### config.mk
export PLATFORM = sky130hd
export DESIGN_NAME = wrapping_position_extender
export DESIGN_NICKNAME = d
export VERILOG_FILES = /design/src/design/wpe_pkg.sv /design/src/design/wpe_tracker.sv /design/src/design/wpe_muldiv.sv /design/src/design/wrapping_position_extender.sv
export SDC_FILE = /design/constraint.sdc
export NUM_CORES = 1
export LEC_CHECK = 0
export BUFFER_PORTS_ARGS = -buffer_cell sky130_fd_sc_hd__buf_2
export CAP_MARGIN = 15
export CORE_MARGIN = 3
export CORE_UTILIZATION = 25
export CTS_CLUSTER_DIAMETER = 150
export DETAILED_ROUTE_END_ITERATION = 7
export SYNTH_ARGS = -nofsm -noshare
export SYNTH_HDL_FRONTEND = slang
export SYNTH_HIERARCHICAL = 1
export SYNTH_SLANG_ARGS = --single-unit
### constraint.sdc
create_clock -name clock -period 13.7 [get_ports clock]
set_clock_uncertainty 0.2 [all_clocks]
set_input_delay 2.74 -clock clock [delete_from_list [all_inputs] [get_ports clock]]
set_output_delay 2.74 -clock clock [all_outputs]
set_load 0.05 [all_outputs]
### src/design/wpe_pkg.sv
`timescale 1ns / 1ps
// Shared types, constants and codes of the wrapping position extender.
// Depends on nothing; every other design file imports it.
package wpe_pkg;

   localparam int POS_BITS_DEF = 27;
   localparam int WRAP_W = 32;
   localparam int BPS_W = 24;
   localparam int BPF_W = 7;
   localparam int DIV_W = 17;
   localparam int FRAMES_W = 63;
   localparam int MS_PER_SEC = 1000;
   localparam int RAW_W = 32;
   localparam int REQ_DATA_W = 32;
   localparam int REQ_USER_W = 3;
   localparam int RSP_DATA_W = 72;
   localparam int CSR_ADDR_W = 1;

   localparam logic [BPS_W-1:0] BPS_RESET = BPS_W'(176400);
   localparam logic [BPF_W-1:0] BPF_RESET = BPF_W'(4);
   localparam logic [FRAMES_W-1:0] FRAMES_MAX = {FRAMES_W{1'b1}};

   localparam logic [CSR_ADDR_W-1:0] CSR_BPS = 1'b0;
   localparam logic [CSR_ADDR_W-1:0] CSR_BPF = 1'b1;

   typedef enum logic {
      OP_REPORT,
      OP_CLEAR
   } op_type;

   typedef enum logic [1:0] {
      UNIT_MS,
      UNIT_BYTES,
      UNIT_SAMPLES,
      UNIT_FAILED
   } unit_type;

   typedef enum logic [1:0] {
      ST_IDLE,
      ST_MUL,
      ST_DIV,
      ST_DONE
   } fsm_state_type;

   typedef struct packed {
      logic       update;
      logic       clear;
      logic [1:0] unit;
   } trk_cmd_type;

   typedef struct packed {
      logic held;
      logic wrapped;
   } trk_flags_type;

   typedef struct packed {
      logic load;
      logic load_ms;
      logic mul_step;
      logic div_step;
   } md_ctrl_type;

endpackage

### src/design/wpe_tracker.sv
`timescale 1ns / 1ps
// Position history: last unit, last position, wrap count; backward-jump hold
// and wrap detection. Depends on wpe_pkg.
module wpe_tracker #(
   parameter int POS_BITS = wpe_pkg::POS_BITS_DEF
) (
   input  logic                                   clock,
   input  logic                                   reset,
   input  wpe_pkg::trk_cmd_type                   cmd,
   input  logic [wpe_pkg::RAW_W-1:0]              raw_position,
   output logic [wpe_pkg::WRAP_W+POS_BITS-1:0]    pos,
   output wpe_pkg::trk_flags_type                 flags
);
   import wpe_pkg::*;

   logic                  valid_ff, valid_in;
   logic [1:0]            unit_ff, unit_in;
   logic [POS_BITS-1:0]   last_ff, last_in;
   logic [WRAP_W-1:0]     wrap_ff, wrap_in;

   logic [POS_BITS-1:0]   cur;
   logic [POS_BITS-1:0]   diff;
   logic [POS_BITS-1:0]   cur_sel;
   logic                  first;
   logic                  back;
   logic                  wrap;

   always_comb begin
      cur     = raw_position[POS_BITS-1:0];
      diff    = cur - last_ff;
      back    = diff[POS_BITS-1];
      first   = !valid_ff || (cmd.unit != unit_ff);
      cur_sel = (!first && back) ? last_ff : cur;
      wrap    = !first && last_ff[POS_BITS-1] && !cur_sel[POS_BITS-1];
      flags.held    = !first && back;
      flags.wrapped = wrap;
      if (first) begin
         wrap_in = '0;
      end else if (wrap && (wrap_ff != {WRAP_W{1'b1}})) begin
         wrap_in = wrap_ff + WRAP_W'(1);
      end else begin
         wrap_in = wrap_ff;
      end
      pos = {wrap_in, cur_sel};

      valid_in = valid_ff;
      unit_in  = unit_ff;
      last_in  = last_ff;
      if (cmd.clear) begin
         valid_in = 1'b0;
         last_in  = '0;
         wrap_in  = '0;
      end else if (cmd.update) begin
         valid_in = 1'b1;
         unit_in  = cmd.unit;
         last_in  = cur_sel;
      end else begin
         wrap_in  = wrap_ff;
      end
   end

   always_ff @(posedge clock) begin
      if (reset) begin
         valid_ff <= 1'b0;
         unit_ff  <= '0;
         last_ff  <= '0;
         wrap_ff  <= '0;
      end else begin
         valid_ff <= valid_in;
         unit_ff  <= unit_in;
         last_ff  <= last_in;
         wrap_ff  <= wrap_in;
      end
   end

endmodule

### src/design/wpe_muldiv.sv
`timescale 1ns / 1ps
// Shared shift-add multiplier and restoring divider on one work register.
// Depends on wpe_pkg; sequenced by the top level.
module wpe_muldiv #(
   parameter int POS_BITS = wpe_pkg::POS_BITS_DEF
) (
   input  logic                                   clock,
   input  wpe_pkg::md_ctrl_type                   ctrl,
   input  logic [wpe_pkg::WRAP_W+POS_BITS-1:0]    pos,
   input  logic [wpe_pkg::BPS_W-1:0]              bytes_per_second,
   input  logic [wpe_pkg::BPF_W-1:0]              bytes_per_frame,
   output logic [wpe_pkg::FRAMES_W-1:0]           frames
);
   import wpe_pkg::*;

   localparam int POS_W  = WRAP_W + POS_BITS;
   localparam int PROD_W = POS_W + BPS_W;

   logic [PROD_W-1:0] work_ff, work_in;
   logic [POS_W-1:0]  pos_ff, pos_in;
   logic [DIV_W-1:0]  div_ff, div_in;
   logic [DIV_W-1:0]  rem_ff, rem_in;

   logic [BPF_W-1:0]  bpf_eff;
   logic [POS_W:0]    sum;
   logic [DIV_W:0]    trial;
   logic [DIV_W:0]    diff;
   logic              ge;

   always_comb begin
      bpf_eff = (bytes_per_frame == '0) ? BPF_W'(1) : bytes_per_frame;
      sum     = {1'b0, work_ff[PROD_W-1:BPS_W]} + {1'b0, pos_ff};
      trial   = {rem_ff, work_ff[PROD_W-1]};
      diff    = trial - {1'b0, div_ff};
      ge      = trial >= {1'b0, div_ff};

      work_in = work_ff;
      pos_in  = pos_ff;
      div_in  = div_ff;
      rem_in  = rem_ff;
      if (ctrl.load) begin
         pos_in = pos;
         rem_in = '0;
         if (ctrl.load_ms) begin
            work_in = {{POS_W{1'b0}}, bytes_per_second};
            div_in  = DIV_W'(bpf_eff) * DIV_W'(MS_PER_SEC);
         end else begin
            work_in = {{BPS_W{1'b0}}, pos};
            div_in  = DIV_W'(bpf_eff);
         end
      end else if (ctrl.mul_step) begin
         if (work_ff[0]) begin
            work_in = {sum, work_ff[BPS_W-1:1]};
         end else begin
            work_in = {1'b0, work_ff[PROD_W-1:1]};
         end
      end else if (ctrl.div_step) begin
         work_in = {work_ff[PROD_W-2:0], ge};
         rem_in  = ge ? diff[DIV_W-1:0] : trial[DIV_W-1:0];
      end

      frames = (|work_ff[PROD_W-1:FRAMES_W]) ? FRAMES_MAX : work_ff[FRAMES_W-1:0];
   end

   always_ff @(posedge clock) begin
      work_ff <= work_in;
      pos_ff  <= pos_in;
      div_ff  <= div_in;
      rem_ff  <= rem_in;
   end

endmodule

### src/design/wrapping_position_extender.sv
`timescale 1ns / 1ps
// Wrapping position extender: turns raw device position reports into a
// monotonic frame position. Depends on wpe_pkg, wpe_tracker and wpe_muldiv.
//
// One transaction is handled at a time; req_tready is high only while the
// sequencer is idle. For a millisecond report the shared work register first
// runs a shift-add multiply by bytes_per_second, one multiplier bit per cycle,
// then a restoring divide by 1000 * bytes_per_frame, one quotient bit per
// cycle. A byte report runs the divide only. A sample report and a failed
// report go straight to the done state; a clear is handled in the idle state.
// The finished result sits in an output register, so the next transaction is
// accepted while it waits for rsp_tready. Configuration registers are
// sampled at the start of each report.
module wrapping_position_extender #(
   parameter int POS_BITS = wpe_pkg::POS_BITS_DEF
) (
   input  logic                               clock,
   input  logic                               reset,
   // req_tdata: raw_position[31:0]
   input  logic [wpe_pkg::REQ_DATA_W-1:0]     req_tdata,
   // req_tuser: op[0], time_unit[2:1]
   input  logic [wpe_pkg::REQ_USER_W-1:0]     req_tuser,
   input  logic                               req_tvalid,
   output logic                               req_tready,
   // rsp_tdata: frames[62:0], held[63], wrapped[64], zero fill[71:65]
   output logic [wpe_pkg::RSP_DATA_W-1:0]     rsp_tdata,
   output logic                               rsp_tvalid,
   input  logic                               rsp_tready,
   input  logic                               csr_we,
   input  logic [wpe_pkg::CSR_ADDR_W-1:0]     csr_addr,
   input  logic [wpe_pkg::BPS_W-1:0]          csr_wdata
);
   import wpe_pkg::*;

   localparam int POS_W  = WRAP_W + POS_BITS;
   localparam int PROD_W = POS_W + BPS_W;
   localparam int CNT_W  = $clog2(PROD_W);

   fsm_state_type      state_ff, state_in;
   logic [CNT_W-1:0]   cnt_ff, cnt_in;
   logic [BPS_W-1:0]   bps_ff, bps_in;
   logic [BPF_W-1:0]   bpf_ff, bpf_in;
   logic               rsp_tvalid_ff, rsp_tvalid_in;
   logic [RSP_DATA_W-1:0] rsp_tdata_ff, rsp_tdata_in;
   trk_flags_type      flags_ff, flags_in;
   logic               zero_ff, zero_in;

   logic               req_take;
   op_type             req_op;
   unit_type           req_unit;
   logic               out_free;
   trk_cmd_type        trk_cmd;
   trk_flags_type      trk_flags;
   logic [POS_W-1:0]   trk_pos;
   md_ctrl_type        md_ctrl;
   logic [FRAMES_W-1:0] md_frames;

   assign req_op   = op_type'(req_tuser[0]);
   assign req_unit = unit_type'(req_tuser[2:1]);
   assign req_take = req_tvalid && req_tready;
   assign out_free = !rsp_tvalid_ff || rsp_tready;

   assign req_tready = (state_ff == ST_IDLE);
   assign rsp_tvalid = rsp_tvalid_ff;
   assign rsp_tdata  = rsp_tdata_ff;

   wpe_tracker #(
      .POS_BITS(POS_BITS)
   ) u_tracker (
      .clock        (clock),
      .reset        (reset),
      .cmd          (trk_cmd),
      .raw_position (req_tdata[RAW_W-1:0]),
      .pos          (trk_pos),
      .flags        (trk_flags)
   );

   wpe_muldiv #(
      .POS_BITS(POS_BITS)
   ) u_muldiv (
      .clock            (clock),
      .ctrl             (md_ctrl),
      .pos              (trk_pos),
      .bytes_per_second (bps_ff),
      .bytes_per_frame  (bpf_ff),
      .frames           (md_frames)
   );

   // next state
   always_comb begin
      state_in = state_ff;
      case (state_ff)
         ST_IDLE: begin
            if (req_take && (req_op == OP_REPORT)) begin
               case (req_unit)
                  UNIT_MS:    state_in = ST_MUL;
                  UNIT_BYTES: state_in = ST_DIV;
                  default:    state_in = ST_DONE;
               endcase
            end
         end
         ST_MUL: begin
            if (cnt_ff == CNT_W'(BPS_W - 1)) begin
               state_in = ST_DIV;
            end
         end
         ST_DIV: begin
            if (cnt_ff == CNT_W'(PROD_W - 1)) begin
               state_in = ST_DONE;
            end
         end
         ST_DONE: begin
            if (out_free) begin
               state_in = ST_IDLE;
            end
         end
         default: state_in = ST_IDLE;
      endcase
   end

   // outputs
   always_comb begin
      trk_cmd       = '0;
      trk_cmd.unit  = req_unit;
      md_ctrl       = '0;
      cnt_in        = cnt_ff;
      flags_in      = flags_ff;
      zero_in       = zero_ff;
      rsp_tdata_in  = rsp_tdata_ff;
      rsp_tvalid_in = rsp_tvalid_ff && !rsp_tready;
      bps_in        = bps_ff;
      bpf_in        = bpf_ff;

      if (csr_we) begin
         case (csr_addr)
            CSR_BPS: bps_in = csr_wdata;
            CSR_BPF: bpf_in = csr_wdata[BPF_W-1:0];
            default: ;
         endcase
      end

      case (state_ff)
         ST_IDLE: begin
            cnt_in = '0;
            if (req_take) begin
               trk_cmd.clear  = (req_op == OP_CLEAR);
               trk_cmd.update = (req_op == OP_REPORT) && (req_unit != UNIT_FAILED);
               md_ctrl.load    = trk_cmd.update;
               md_ctrl.load_ms = (req_unit == UNIT_MS);
               zero_in         = (req_unit == UNIT_FAILED);
               flags_in        = trk_cmd.update ? trk_flags : '0;
            end
         end
         ST_MUL: begin
            md_ctrl.mul_step = 1'b1;
            cnt_in = (cnt_ff == CNT_W'(BPS_W - 1)) ? '0 : cnt_ff + CNT_W'(1);
         end
         ST_DIV: begin
            md_ctrl.div_step = 1'b1;
            cnt_in = cnt_ff + CNT_W'(1);
         end
         ST_DONE: begin
            if (out_free) begin
               rsp_tvalid_in = 1'b1;
               rsp_tdata_in  = {(RSP_DATA_W - FRAMES_W - 2)'(0), flags_ff.wrapped,
                                flags_ff.held, zero_ff ? {FRAMES_W{1'b0}} : md_frames};
            end
         end
         default: ;
      endcase
   end

   always_ff @(posedge clock) begin
      if (reset) begin
         state_ff      <= ST_IDLE;
         cnt_ff        <= '0;
         rsp_tvalid_ff <= 1'b0;
         bps_ff        <= BPS_RESET;
         bpf_ff        <= BPF_RESET;
      end else begin
         state_ff      <= state_in;
         cnt_ff        <= cnt_in;
         rsp_tvalid_ff <= rsp_tvalid_in;
         bps_ff        <= bps_in;
         bpf_ff        <= bpf_in;
      end
   end

   always_ff @(posedge clock) begin
      rsp_tdata_ff <= rsp_tdata_in;
      flags_ff     <= flags_in;
      zero_ff      <= zero_in;
   end

   assert property (@(posedge clock) disable iff (reset)
      (req_take && (req_op == OP_CLEAR)) |=> (state_ff == ST_IDLE))
      else $error("clear transaction left the idle state");

   assert property (@(posedge clock) disable iff (reset)
      (req_take && (req_op == OP_REPORT) && (req_unit == UNIT_MS)) |=> (state_ff == ST_MUL))
      else $error("millisecond report did not start the multiply");

   assert property (@(posedge clock) disable iff (reset)
      (state_ff == ST_MUL) |-> (cnt_ff < CNT_W'(BPS_W)))
      else $error("multiply step count out of range");

   assert property (@(posedge clock) disable iff (reset)
      rsp_tvalid_ff |-> !(rsp_tdata_ff[FRAMES_W] && rsp_tdata_ff[FRAMES_W+1]))
      else $error("held and wrapped both set");

   assert property (@(posedge clock) disable iff (reset)
      ((state_ff != ST_DONE) && $past(state_ff != ST_DONE) && !reset && !$past(reset))
      |-> !$rose(rsp_tvalid_ff))
      else $error("result loaded outside the done state");

endmodule
==> impl_metrics.yaml <==
clock_network:
  clock_path_buffers: 3
  cts_sinks: 347
  insertion_delay_ps: 590
  post_cts_buffers: 0
  cts_made_buffers: 44
  cts-resized-gates: 0
  holdBufCountCts: 0
  cts-root-buf: "clkbuf_16"
  cts_tree: "built"
  h-tree-depth: 2
  clk_pin_slew_worst_paths_ps: 60
synthesis:
  synthTopCellsByArea: "edfxtp_1 31%, dfxtp_1 11%, ha_1 8.1%, o21ai_0 4.5%, nand2_1 4.3%"
  yosysWarnings: 6
  synth_area_sq_um: 22300
  syn_area_per_cell_sq_um: 9.14
  yosys.area.top_type: "edfxtp_1"
  synth_edf_count: 227
  synth_seq_area_share_pct: 41.3
  synthTopCellsByCount: "254 x nand2_1, 227 x edfxtp_1, 203 x o21ai_0, 189 x a21oi_1, 144 x ha_1"
  synth_top_area_share_pct: 30.5
  synthMostInstantiatedCell: "nand2_1"
  ys.flop_type: "edfxtp_1"
  ys_async_sr_fraction_pct: 0
  ys_ff_latch: 347
  synthCells: 2444
  synth_cell_types: 85
worst_setup_path:
  end_kind: "flop"
  cp_max_fo: 45
  timing.rr.end: "u_muldiv/div_ff[16]"
  arrival_ps: 6700
  endpoint: "u_muldiv/work_ff[57]"
  r2r_start: "bpf_ff[4]"
  cp-start-kind: "primary input"
  crit_type: "primary input to flop"
  crit_top_cell: "o21a_1"
  worst-endpoint-required_ps: 13820
  path_cells: "buf_2 -> xnor2_1 -> and3_1 -> nand3b_1 -> a311o_1 -> nor2_4 -> nand3_1 -> o21a_1 -> o21a_1 -> a222oi_1 -> o21ai_0"
  critical_path.max_stage_delay_ps: 820
  r2r_setup_slack_ps: 8500
  reg2reg_depth: 24
  cp_slowest_cell: "and3_1"
  crit_start: "req_tuser[2]"
final_layout:
  utilization_pct: 29.2
  final_nets: 2709
  area_growth_pct: 14.6
  final_area_sq_um: 25600
  finalNonFillerCells: 3681
  drive_gt1_share_pct: 10.4
  num-fill-cells: 9188
timing:
  max_freq_mhz: 152
  finalSetupTns_ps: 0
  period_share_pct: 48.0
  max_slew.worst_pin.slew_ps: 1080
  setup_viol: 0
  slew_viol_final: 0
  relSlewSlack_pct: 27.7
  hold_viol_final: 0
  rsz0062_at_grt: "false"
  layout_min_cycle_time_ps: 6580
drt:
  routedWlPerCell_um: 18.6
  vias: 18300
  drc: 0
  drt_iter0_drc: 1802
  wl_um: 68500
  drtPass1Iterations: 5
  vias_per_cell: 4.98
  ant_nets: 0
place:
  io_buffers: 126
  dpl-instance-area_sq_um: 24000
  dp.cells: 3593
  hpwl_um: 50300
  routabilityCongestion: 0.891
status:
  status: "finished clean"
pwr:
  p_leak_nw: 9.40
  ir_drop_mv: 0.101
  power.density_nw_per_um2: 201
  total_power_mw: 5.13
global_route:
  grt_pass1_vias: 17100
  grt-ovfl-total: 0
  grt_max_degree: 65
  grt_first_pass_wirelength_um: 104000
  antenna_found_initial: 19
  grt_usage_pct: 14.2
die:
  die_h_um: 305
  coreArea_sq_um: 87700
  initial_core_util_pct: 25.5
  dieWidth_um: 305
  rows: 108
  dieArea_sq_um: 93000
  boundaryPins: 139
min_path:
  hold_path_class: "flop to flop"
run:
  max_cap_violations: 0
==> final cells by class <==
class                           instances  area [sq um]  area share [%]
Multi-Input combinational cell       1832         12100            47.4
Sequential cell                       347          9220            36.0
Tap cell                             1155          1450            5.65
Clock buffer                           53          1180            4.60
Timing Repair Buffer                  148           796            3.11
Inverter                              111           417            1.63
Clock inverter                         29           382            1.49
Antenna cell                            6          15.0          0.0587
==> flip-flops by register name (all words and copies together) (netlist names), 7 cells and up <==
register / cells
u_tracker/wrap_ff: 32
u_muldiv/pos_ff: 59
u_muldiv/work_ff: 83
u_tracker/last_ff: 27
u_muldiv/rem_ff: 17
u_muldiv/div_ff: 17
cnt_ff: 7
bps_ff: 24
bpf_ff: 7
rsp_tdata: 65
==> how the worst min path moves through the flow <==
stage	cells past startpoint	startpoint	slack [ps]	end
6_report	2	bps_ff[2]	260	bps_ff[2]
5_1_grt	2	bps_ff[7]	270	bps_ff[7]
4_1_cts	2	bps_ff[1]	260	bps_ff[1]
3_5_place_dp	2	bps_ff[1]	250	bps_ff[1]
3_3_place_gp	2	bps_ff[1]	240	bps_ff[1]
2_1_floorplan	0	flags_ff[1]	200	rsp_tdata[63]
==> report_power, final <==
group | total, mW | internal (mW) | switching [mW]
Combinational | 2.19 | 0.853 | 1.34
Clock | 1.26 | 0.770 | 0.488
Sequential | 1.69 | 1.44 | 0.241
==> logic make-up after synthesis <==
| logic type | Yosys count | share of synthesized area, % |
|---|---|---|
| DFF | 347 | 41.3 |
| muxes | 70 | 3.19 |
| xor gates and xnor gates | 112 | 4.39 |
| adders and majority gates | 160 | 9.50 |
| and+or+nand+nor | 815 | 18.4 |
| AOI/OAI and AO/OA | 668 | 18.4 |
| buffers and inverters | 271 | 4.85 |
| other | 1 | 0.0168 |
==> worst max-delay path: cells and delay by family <==
kind	cells	cell delay, ps
AND/OR/NAND/NOR	4	2230
AO/OA/AOI/OAI	5	1300
XOR/XNOR	1	250
buffers and inverters	1	160
==> through the flow <==
step                      hold WS, ps  worst slack, ps
after floorplan                   200             2100
after global placement            242             6630
after detailed placement          247             6640
after CTS                         255             7200
after global routing              275             6840
final                             256             7120
==> cell usage in the layout (no fill, tap or decap), drive strengths merged, types with 78 or more instances in the layout <==
cell | synthesis | routed
nand3 | 78 | 78
nor2b | 103 | 103
nor2 | 129 | 129
nand2 | 254 | 254
buf | 35 | 148
ha | 144 | 144
dfxtp | 120 | 120
or3 | 86 | 86
a21oi | 191 | 191
inv | 111 | 115
edfxtp | 227 | 227
o21ai | 214 | 214
==> metal layers <==
layer | vias to the layer above | global-route usage, % | part of all wire [%]
li1 | 8953 | - | -
met1 | 8688 | 20.5 | 48
met2 | 557 | 21.5 | 43
met3 | 111 | 2.53 | 6.5
met4 | 14 | 4.09 | 2.5
met5 | - | 0 | 0.14
No activity file was read; power rests on OpenSTA's default activity.
